==> src/design/sinr_pkg.sv <==
// Package for the signed integer n-th root block: widths, status codes and the
// microcode table (control word type, step names, program ROM).
// Depends on nothing; imported by signed_integer_nth_root and its testbench.
package sinr_pkg;

   localparam int DataWidth = 32;
   localparam int RootW     = DataWidth - 1;
   localparam int BitW      = $clog2(DataWidth - 1);
   localparam int IdxW      = 8;
   localparam int ProdW     = 2 * DataWidth;
   localparam int ReqBits   = DataWidth + IdxW;
   localparam int ReqDataW  = ((ReqBits + 7) / 8) * 8;
   localparam int RspBits   = 2 * RootW + 3;
   localparam int RspDataW  = ((RspBits + 7) / 8) * 8;

   localparam logic [1:0] STATUS_OK         = 2'd0;
   localparam logic [1:0] STATUS_INDEX_ZERO = 2'd1;
   localparam logic [1:0] STATUS_EVEN_NEG   = 2'd2;

   localparam int StepW = 4;

   localparam logic [StepW-1:0] S_WAIT  = 4'd0;
   localparam logic [StepW-1:0] S_BINIT = 4'd1;
   localparam logic [StepW-1:0] S_TRIAL = 4'd2;
   localparam logic [StepW-1:0] S_MUL   = 4'd3;
   localparam logic [StepW-1:0] S_CMP   = 4'd4;
   localparam logic [StepW-1:0] S_KEEP  = 4'd5;
   localparam logic [StepW-1:0] S_BNEXT = 4'd6;
   localparam logic [StepW-1:0] S_FINAL = 4'd7;
   localparam logic [StepW-1:0] S_FMUL  = 4'd8;
   localparam logic [StepW-1:0] S_FCMP  = 4'd9;
   localparam logic [StepW-1:0] S_EXACT = 4'd10;
   localparam logic [StepW-1:0] S_OUT   = 4'd11;

   typedef enum logic [3:0] {
      OP_NONE,
      OP_LOAD,
      OP_BIT_INIT,
      OP_TRIAL,
      OP_MUL,
      OP_ACC,
      OP_KEEP,
      OP_BIT_DEC,
      OP_FINAL,
      OP_EXACT,
      OP_EMIT
   } op_type;

   // Sequencing: NEXT advances; JUMP always goes to target.
   // WAIT_REQ holds until a request, then jumps on an error, else advances.
   // MUL_LOOP jumps to target on overflow, steps back one while multiplies
   // remain, else advances. BIT_LOOP jumps to target while bits remain.
   // WAIT_RSP holds until the result register is free, then jumps.
   typedef enum logic [2:0] {
      C_NEXT,
      C_JUMP,
      C_WAIT_REQ,
      C_MUL_LOOP,
      C_BIT_LOOP,
      C_WAIT_RSP
   } cond_type;

   typedef struct packed {
      op_type           op;
      cond_type         cond;
      logic [StepW-1:0] target;
   } ucode_type;

   function automatic ucode_type ucode_rom(input logic [StepW-1:0] step);
      ucode_type w;
      w = '{op: OP_NONE, cond: C_JUMP, target: S_WAIT};
      unique case (step)
         S_WAIT:  w = '{op: OP_LOAD,     cond: C_WAIT_REQ, target: S_OUT};
         S_BINIT: w = '{op: OP_BIT_INIT, cond: C_NEXT,     target: S_WAIT};
         S_TRIAL: w = '{op: OP_TRIAL,    cond: C_NEXT,     target: S_WAIT};
         S_MUL:   w = '{op: OP_MUL,      cond: C_NEXT,     target: S_WAIT};
         S_CMP:   w = '{op: OP_ACC,      cond: C_MUL_LOOP, target: S_BNEXT};
         S_KEEP:  w = '{op: OP_KEEP,     cond: C_NEXT,     target: S_WAIT};
         S_BNEXT: w = '{op: OP_BIT_DEC,  cond: C_BIT_LOOP, target: S_TRIAL};
         S_FINAL: w = '{op: OP_FINAL,    cond: C_NEXT,     target: S_WAIT};
         S_FMUL:  w = '{op: OP_MUL,      cond: C_NEXT,     target: S_WAIT};
         S_FCMP:  w = '{op: OP_ACC,      cond: C_MUL_LOOP, target: S_EXACT};
         S_EXACT: w = '{op: OP_EXACT,    cond: C_NEXT,     target: S_WAIT};
         S_OUT:   w = '{op: OP_EMIT,     cond: C_WAIT_RSP, target: S_WAIT};
         default: w = '{op: OP_NONE,     cond: C_JUMP,     target: S_WAIT};
      endcase
      return w;
   endfunction

endpackage

==> src/design/signed_integer_nth_root.sv <==
// Signed integer n-th root: microcoded sequencer over a multiply/compare datapath.
// Depends on sinr_pkg (widths, status codes, microcode ROM).
//
// Usage:
//  - req channel (req_tvalid/req_tready/req_tdata) carries one transaction per
//    root: radicand and signed root index. req_tready is high only while the
//    sequencer sits in its wait step, so one item is worked on at a time.
//  - rsp channel returns one transaction per request: status in rsp_tuser,
//    brackets and flags in rsp_tdata. The result sits in an output register,
//    so the next request is taken while the previous result waits.
//  - The root is built one bit at a time, MSB first: each candidate is raised
//    to |index| by repeated multiplies on one 32x32 multiplier (two steps per
//    multiply), stopping as soon as the power passes |radicand|.
//  - An error goes straight from the wait step to the output step. Otherwise
//    each of the 31 bit trials, and the final check, runs multiplies until the
//    power passes |radicand|: at most |index| of them, and no more than 32 for
//    any candidate of 2 or more. The worst case is the largest |index|, where
//    the trial of candidate one runs all |index| multiplies; the multiplier
//    loop sets the run time.
//  - Reset (synchronous, active high) returns the sequencer to the wait step
//    and drops any pending result.
//  - When the receiver stalls, the result holds in rsp_tdata/rsp_tuser; one
//    more request may be taken and computed, then the sequencer holds in its
//    output step until the register frees.
module signed_integer_nth_root
   import sinr_pkg::*;
(
   input  logic                clock,
   input  logic                reset,
   input  logic                req_tvalid,
   output logic                req_tready,
   input  logic [ReqDataW-1:0] req_tdata,   // radicand, root_index
   output logic                rsp_tvalid,
   input  logic                rsp_tready,
   output logic [RspDataW-1:0] rsp_tdata,   // exact, root_low, root_high, negative,
                                            // reciprocal, zero pad
   output logic [1:0]          rsp_tuser    // status
);

   // sequencer
   logic [StepW-1:0]    pc_ff, pc_in;
   ucode_type           uc;

   // datapath
   logic [DataWidth-1:0] mag_ff, mag_in;
   logic [IdxW-1:0]      n_ff, n_in;
   logic                 neg_ff, neg_in;
   logic                 recip_ff, recip_in;
   logic [1:0]           status_ff, status_in;
   logic [RootW-1:0]     t_ff, t_in;
   logic [BitW-1:0]      bitpos_ff, bitpos_in;
   logic [DataWidth-1:0] cand_ff, cand_in;
   logic [DataWidth-1:0] acc_ff, acc_in;
   logic [ProdW-1:0]     prod_ff, prod_in;
   logic [IdxW-1:0]      cnt_ff, cnt_in;
   logic                 over_ff, over_in;
   logic                 exact_ff, exact_in;

   // result register
   logic                 rsp_valid_ff, rsp_valid_in;
   logic [RspDataW-1:0]  rsp_data_ff, rsp_data_in;
   logic [1:0]           rsp_user_ff, rsp_user_in;

   // request decode
   logic [DataWidth-1:0] req_rad;
   logic [IdxW-1:0]      req_idx;
   logic                 req_rad_neg;
   logic                 req_idx_neg;
   logic [DataWidth-1:0] req_mag;
   logic [IdxW-1:0]      req_n;
   logic [1:0]           req_status;
   logic                 req_fire;
   logic                 slot_free;
   logic                 gt;

   // result assembly
   logic                 sat;
   logic [RootW-1:0]     res_high;
   logic [RootW-1:0]     res_low;
   logic                 res_exact;
   logic [RspBits-1:0]   res_bits;

   assign uc         = ucode_rom(pc_ff);
   assign req_tready = (pc_ff == S_WAIT);
   assign req_fire   = req_tvalid && req_tready;
   assign slot_free  = !rsp_valid_ff || rsp_tready;

   assign req_rad     = req_tdata[DataWidth-1:0];
   assign req_idx     = req_tdata[DataWidth +: IdxW];
   assign req_rad_neg = req_rad[DataWidth-1];
   assign req_idx_neg = req_idx[IdxW-1];
   // Negation wraps: the most negative radicand maps to 2^(DataWidth-1) and
   // index -128 maps to 128, both as unsigned magnitudes.
   assign req_mag     = req_rad_neg ? (~req_rad + 1'b1) : req_rad;
   assign req_n       = req_idx_neg ? (~req_idx + 1'b1) : req_idx;

   always_comb begin
      priority if (req_idx == '0) begin
         req_status = STATUS_INDEX_ZERO;
      end else if (req_rad_neg && !req_n[0]) begin
         req_status = STATUS_EVEN_NEG;
      end else begin
         req_status = STATUS_OK;
      end
   end

   // trial power has passed |radicand|
   assign gt = prod_ff > {{DataWidth{1'b0}}, mag_ff};

   // Result fields. A root of 2^(DataWidth-1) only comes from the most negative
   // radicand with an index of magnitude one; saturate both brackets and drop exact.
   assign sat       = cand_ff[DataWidth-1];
   assign res_high  = sat ? {RootW{1'b1}} : cand_ff[RootW-1:0];
   assign res_exact = exact_ff && !sat;
   assign res_low   = (sat || res_exact) ? res_high : res_high - 1'b1;

   always_comb begin
      if (status_ff == STATUS_OK) begin
         res_bits = {recip_ff, neg_ff, res_high, res_low, res_exact};
      end else begin
         res_bits = '0;
      end
   end

   // next step
   always_comb begin
      pc_in = pc_ff + 1'b1;
      unique case (uc.cond)
         C_NEXT: pc_in = pc_ff + 1'b1;
         C_JUMP: pc_in = uc.target;
         C_WAIT_REQ: begin
            priority if (!req_fire) begin
               pc_in = pc_ff;
            end else if (req_status != STATUS_OK) begin
               pc_in = uc.target;
            end else begin
               pc_in = pc_ff + 1'b1;
            end
         end
         C_MUL_LOOP: begin
            // step back to the multiply while powers remain
            priority if (gt) begin
               pc_in = uc.target;
            end else if (cnt_ff != '0) begin
               pc_in = pc_ff - 1'b1;
            end else begin
               pc_in = pc_ff + 1'b1;
            end
         end
         C_BIT_LOOP: pc_in = (bitpos_ff != '0) ? uc.target : pc_ff + 1'b1;
         C_WAIT_RSP: pc_in = slot_free ? uc.target : pc_ff;
         default:    pc_in = S_WAIT;
      endcase
   end

   // datapath actions
   always_comb begin
      mag_in    = mag_ff;
      n_in      = n_ff;
      neg_in    = neg_ff;
      recip_in  = recip_ff;
      status_in = status_ff;
      t_in      = t_ff;
      bitpos_in = bitpos_ff;
      cand_in   = cand_ff;
      acc_in    = acc_ff;
      prod_in   = prod_ff;
      cnt_in    = cnt_ff;
      over_in   = over_ff;
      exact_in  = exact_ff;
      rsp_data_in = rsp_data_ff;
      rsp_user_in = rsp_user_ff;
      rsp_valid_in = rsp_valid_ff && !rsp_tready;

      unique case (uc.op)
         OP_NONE: begin
         end
         OP_LOAD: begin
            if (req_fire) begin
               mag_in    = req_mag;
               n_in      = req_n;
               neg_in    = req_rad_neg;
               recip_in  = req_idx_neg;
               status_in = req_status;
            end
         end
         OP_BIT_INIT: begin
            t_in      = '0;
            bitpos_in = BitW'(DataWidth - 2);
         end
         OP_TRIAL: begin
            cand_in = {1'b0, t_ff | (RootW'(1) << bitpos_ff)};
            acc_in  = DataWidth'(1);
            cnt_in  = n_ff;
            over_in = 1'b0;
         end
         OP_MUL: begin
            prod_in = {{DataWidth{1'b0}}, acc_ff} * {{DataWidth{1'b0}}, cand_ff};
            cnt_in  = cnt_ff - 1'b1;
         end
         OP_ACC: begin
            over_in = gt;
            if (!gt) begin
               acc_in = prod_ff[DataWidth-1:0];
            end
         end
         OP_KEEP: begin
            // candidate power stayed below |radicand|: keep the bit
            if (acc_ff < mag_ff) begin
               t_in = cand_ff[RootW-1:0];
            end
         end
         OP_BIT_DEC: begin
            if (bitpos_ff != '0) begin
               bitpos_in = bitpos_ff - 1'b1;
            end
         end
         OP_FINAL: begin
            // root is one above the largest t with t^n < |radicand|, or zero
            cand_in = (mag_ff == '0) ? '0 : {1'b0, t_ff} + 1'b1;
            acc_in  = DataWidth'(1);
            cnt_in  = n_ff;
            over_in = 1'b0;
         end
         OP_EXACT: begin
            exact_in = !over_ff && (acc_ff == mag_ff);
         end
         OP_EMIT: begin
            if (slot_free) begin
               rsp_valid_in = 1'b1;
               rsp_data_in  = RspDataW'(res_bits);
               rsp_user_in  = status_ff;
            end
         end
         default: begin
         end
      endcase
   end

   always_ff @(posedge clock) begin
      if (reset) begin
         pc_ff        <= S_WAIT;
         rsp_valid_ff <= 1'b0;
      end else begin
         pc_ff        <= pc_in;
         rsp_valid_ff <= rsp_valid_in;
      end
      mag_ff      <= mag_in;
      n_ff        <= n_in;
      neg_ff      <= neg_in;
      recip_ff    <= recip_in;
      status_ff   <= status_in;
      t_ff        <= t_in;
      bitpos_ff   <= bitpos_in;
      cand_ff     <= cand_in;
      acc_ff      <= acc_in;
      prod_ff     <= prod_in;
      cnt_ff      <= cnt_in;
      over_ff     <= over_in;
      exact_ff    <= exact_in;
      rsp_data_ff <= rsp_data_in;
      rsp_user_ff <= rsp_user_in;
   end

   assign rsp_tvalid = rsp_valid_ff;
   assign rsp_tdata  = rsp_data_ff;
   assign rsp_tuser  = rsp_user_ff;

endmodule

==> config.mk <==
export PLATFORM = sky130hd
export DESIGN_NAME = signed_integer_nth_root
export DESIGN_NICKNAME = d
export VERILOG_FILES = /design/src/design/sinr_pkg.sv /design/src/design/signed_integer_nth_root.sv
export SDC_FILE = /design/constraint.sdc
export NUM_CORES = 2
export LEC_CHECK = 0
export ABC_AREA = 1
export BUFFER_PORTS_ARGS = -buffer_cell sky130_fd_sc_hd__buf_2
export CAP_MARGIN = 20
export CORE_ASPECT_RATIO = 0.6
export CORE_MARGIN = 4
export CORE_UTILIZATION = 47
export CTS_CLUSTER_SIZE = 40
export DETAILED_ROUTE_END_ITERATION = 12
export PLACE_DENSITY = 0.72
export SETUP_SLACK_MARGIN = 0.5
export SYNTH_ARGS = -nofsm -noshare
export SYNTH_HDL_FRONTEND = slang
export SYNTH_SLANG_ARGS = --single-unit
export TNS_END_PERCENT = 10
==> constraint.sdc <==
create_clock -name clock -period 10.25 [get_ports clock]
set_input_delay 2.05 -clock clock [delete_from_list [all_inputs] [get_ports clock]]
set_output_delay 2.05 -clock clock [all_outputs]
set_load 0.01 [all_outputs]
==> results.toml <==
[outcome]
status = "finished, final reports clean"

[clock_tree]
clock_path_buffers = 3
cts.sinks = 301
cts-resized-gates = 0
cts_root_buf = "clkbuf_16"
htree_num_levels = 1
cts_setup_buffers = 0
postCtsHoldBufs = 0
clk_pin_slew_ns = 0.09
clk_latency_ns = 0.65
cts_tree = "built"
cts_made_buffers = 31

[synthesis]
syn_area_per_cell_um2 = 8.30
postSynth.asyncResetShare_pct = 0
syn_inst = 6016
syn_area_um2 = 49900
synth-seq-cells = 301
synth-compound-area-share_pct = 4.52
synth-edff-count = 285
synthSimpleGateAreaFrac_pct = 15.6
synth_top_family_by_area = "adder cells"
synth_top_flop_cell = "edfxtp_1"
synthMuxAreaShare_pct = 0
yosys_warnings = 0
yosysSeqAreaShare_pct = 17.8
synth.distinct_cells = 62
synthAdderAreaFrac_pct = 44.6
synth-xor-area-share_pct = 2.00

[drt]
drc = 0
avgViaCountPerCell = 5.24
num_vias = 39000
wl_um = 148000
firstDrtPassIters = 6
avgRoutedWirePerCell_um = 19.9
drt-initial-drc-count = 4279
ant_nets = 0

[sta]
fin_crit_sh_pct = 83.0
finalSetupTns_ns = 0
skew_ns = 0.0473
setup_viol = 0
rsz0062_at_grt = "no"
maxSlewViolCount = 0
fmax_ghz = 0.118
relSlewSlack_pct = 25.9
tightest_slew_ns = 1.11
post-route-min-period_ns = 8.51
hold_viol_final = 0

[worst_setup_path]
cp_common_cell = "fa_1"
path_buf_inv = 8
slowest_stage = "edfxtp_1"
required_ns = 10.66
crit_arrival_ns = 8.92
startpoint_type = "register"
max_stage_delay_ns = 0.90
critPathMaxFanout = 17
cp_top_family = "adder cells"
critical_path_class = "reg -> reg"
cp-end-kind = "register"

[global_route]
first_global_vias = 39700
grt_pass1_wl_um = 233000
grtUsageTotal_pct = 26.9
overflow = 0
grt_max_degree = 68
antenna_found_initial = 1

[hold_path]
hp-class = "reg -> reg"

[finish]
nNetsFinal = 7280
final_core_util_pct = 50.4
final_common_cell = "inv_1"
mostFrequentLayoutCells = "1759 x inv_1, 1347 x nand2_1, 896 x fa_1, 345 x ha_1, 323 x nor2_1"
syn2layout_area_growth_pct = 6.33
drive_gt1_share_pct = 5.56
n_antenna_cell = 0

[place]
gp_congestion = 1.01
io_buffers = 112
dp_hpwl_um = 120000

[floorplanning]
rows = 92
initial_utilization_pct = 47.4
die_h_um = 260
io_pins = 120
dieArea_um2 = 112000
core_um2 = 105000
die_x_um = 429

[flow_run]
maxCapViolations = 0
==> area by class of cell <==
type	instances	area [µm²]
clock buffers	31	776
inverters	1783	6700
clock inverters	27	289
multi-input cells	3675	33300
fillers	9824	52100
repair buffers	203	1330
well taps	1410	1760
flip-flops and latches	301	8880
==> final timing paths <==
| path | endpoint | slack, ns | start | cells past startpoint |
|---|---|---|---|---|
| max | prod_ff[59] | 1.74 | cand_ff[14] | 26 |
| min | acc_ff[0] | 0.53 | prod_ff[0] | 2 |
| max reg2reg | prod_ff[59] | 1.74 | cand_ff[14] | 26 |
| min reg2reg | acc_ff[0] | 0.53 | prod_ff[0] | 2 |
==> state kept, by name, summed over array words and instances (netlist names), 2 cells and up <==
register / flops
acc_ff: 32
bitpos_ff: 5
cand_ff: 32
cnt_ff: 8
mag_ff: 32
n_ff: 8
pc_ff: 4
prod_ff: 64
rsp_tdata: 65
rsp_tuser: 2
status_ff: 2
t_ff: 31
uc: 11
==> stage by stage <==
step                hold slack (ns)  cells  worst slack [ns]  area (µm²)
floorplan                     0.427   6022              3.19       49900
global placement              0.510   7367              1.75       51900
detailed placement            0.522   7367              1.85       51900
CTS                           0.532   7425              1.81       53000
global route                  0.546   7430              1.48       53100
finish                        0.535   7430              1.74       53100
==> tightest hold or removal path, delay by kind of cell, from the launching register on <==
family                 cells  cell delay, ns
buffers and inverters      1            0.06
flip-flops                 1            0.32
AND/OR/NAND/NOR            1            0.06
==> metal layers <==
| metal | vias up | routed length (µm) | share of wire (%) | track usage, % |
|---|---|---|---|---|
| met5 | - | 126 | 0.085 | 0.777 |
| met4 | 2 | 3280 | 2.2 | 5.53 |
| met3 | 168 | 22300 | 15 | 9.01 |
| met2 | 2309 | 55200 | 37 | 35.5 |
| met1 | 19100 | 67000 | 45 | 42.2 |
| li1 | 17400 | - | - | - |
==> cells by family (layout without fill, tap and decap cells) <==
family / after synthesis / count (layout)
AO/OA/AOI/OAI: 397 / 397
XOR/XNOR: 114 / 114
flip-flops: 301 / 301
AND/OR/NAND/NOR: 1916 / 1916
adder cells (fa/ha/maj): 1241 / 1241
buffers and inverters: 2046 / 2044
other: 1 / 7
==> synth_stat cells (19+ instances only) <==
cell         n  area, µm²
a21oi_1    131        656
a31oi_1     23        144
buf_1       28        105
clkbuf_1   218        818
edfxtp_1   285       8560
fa_1       896      17900
ha_1       345       4320
inv_1     1760       6610
inv_2       19       71.3
nand2_1   1347       5060
nand3_1     88        440
nand4_1     25        156
nor2_1     326       1220
nor3_1      39        195
nor4_1      34        213
o21ai_0    131        656
o21ai_1     38        190
xnor2_1     37        324
xor2_1      77        674
Power is left out: the tool's default activity adds up to more than one toggle a clock period on the data nets, which glitch-free logic cannot reach.
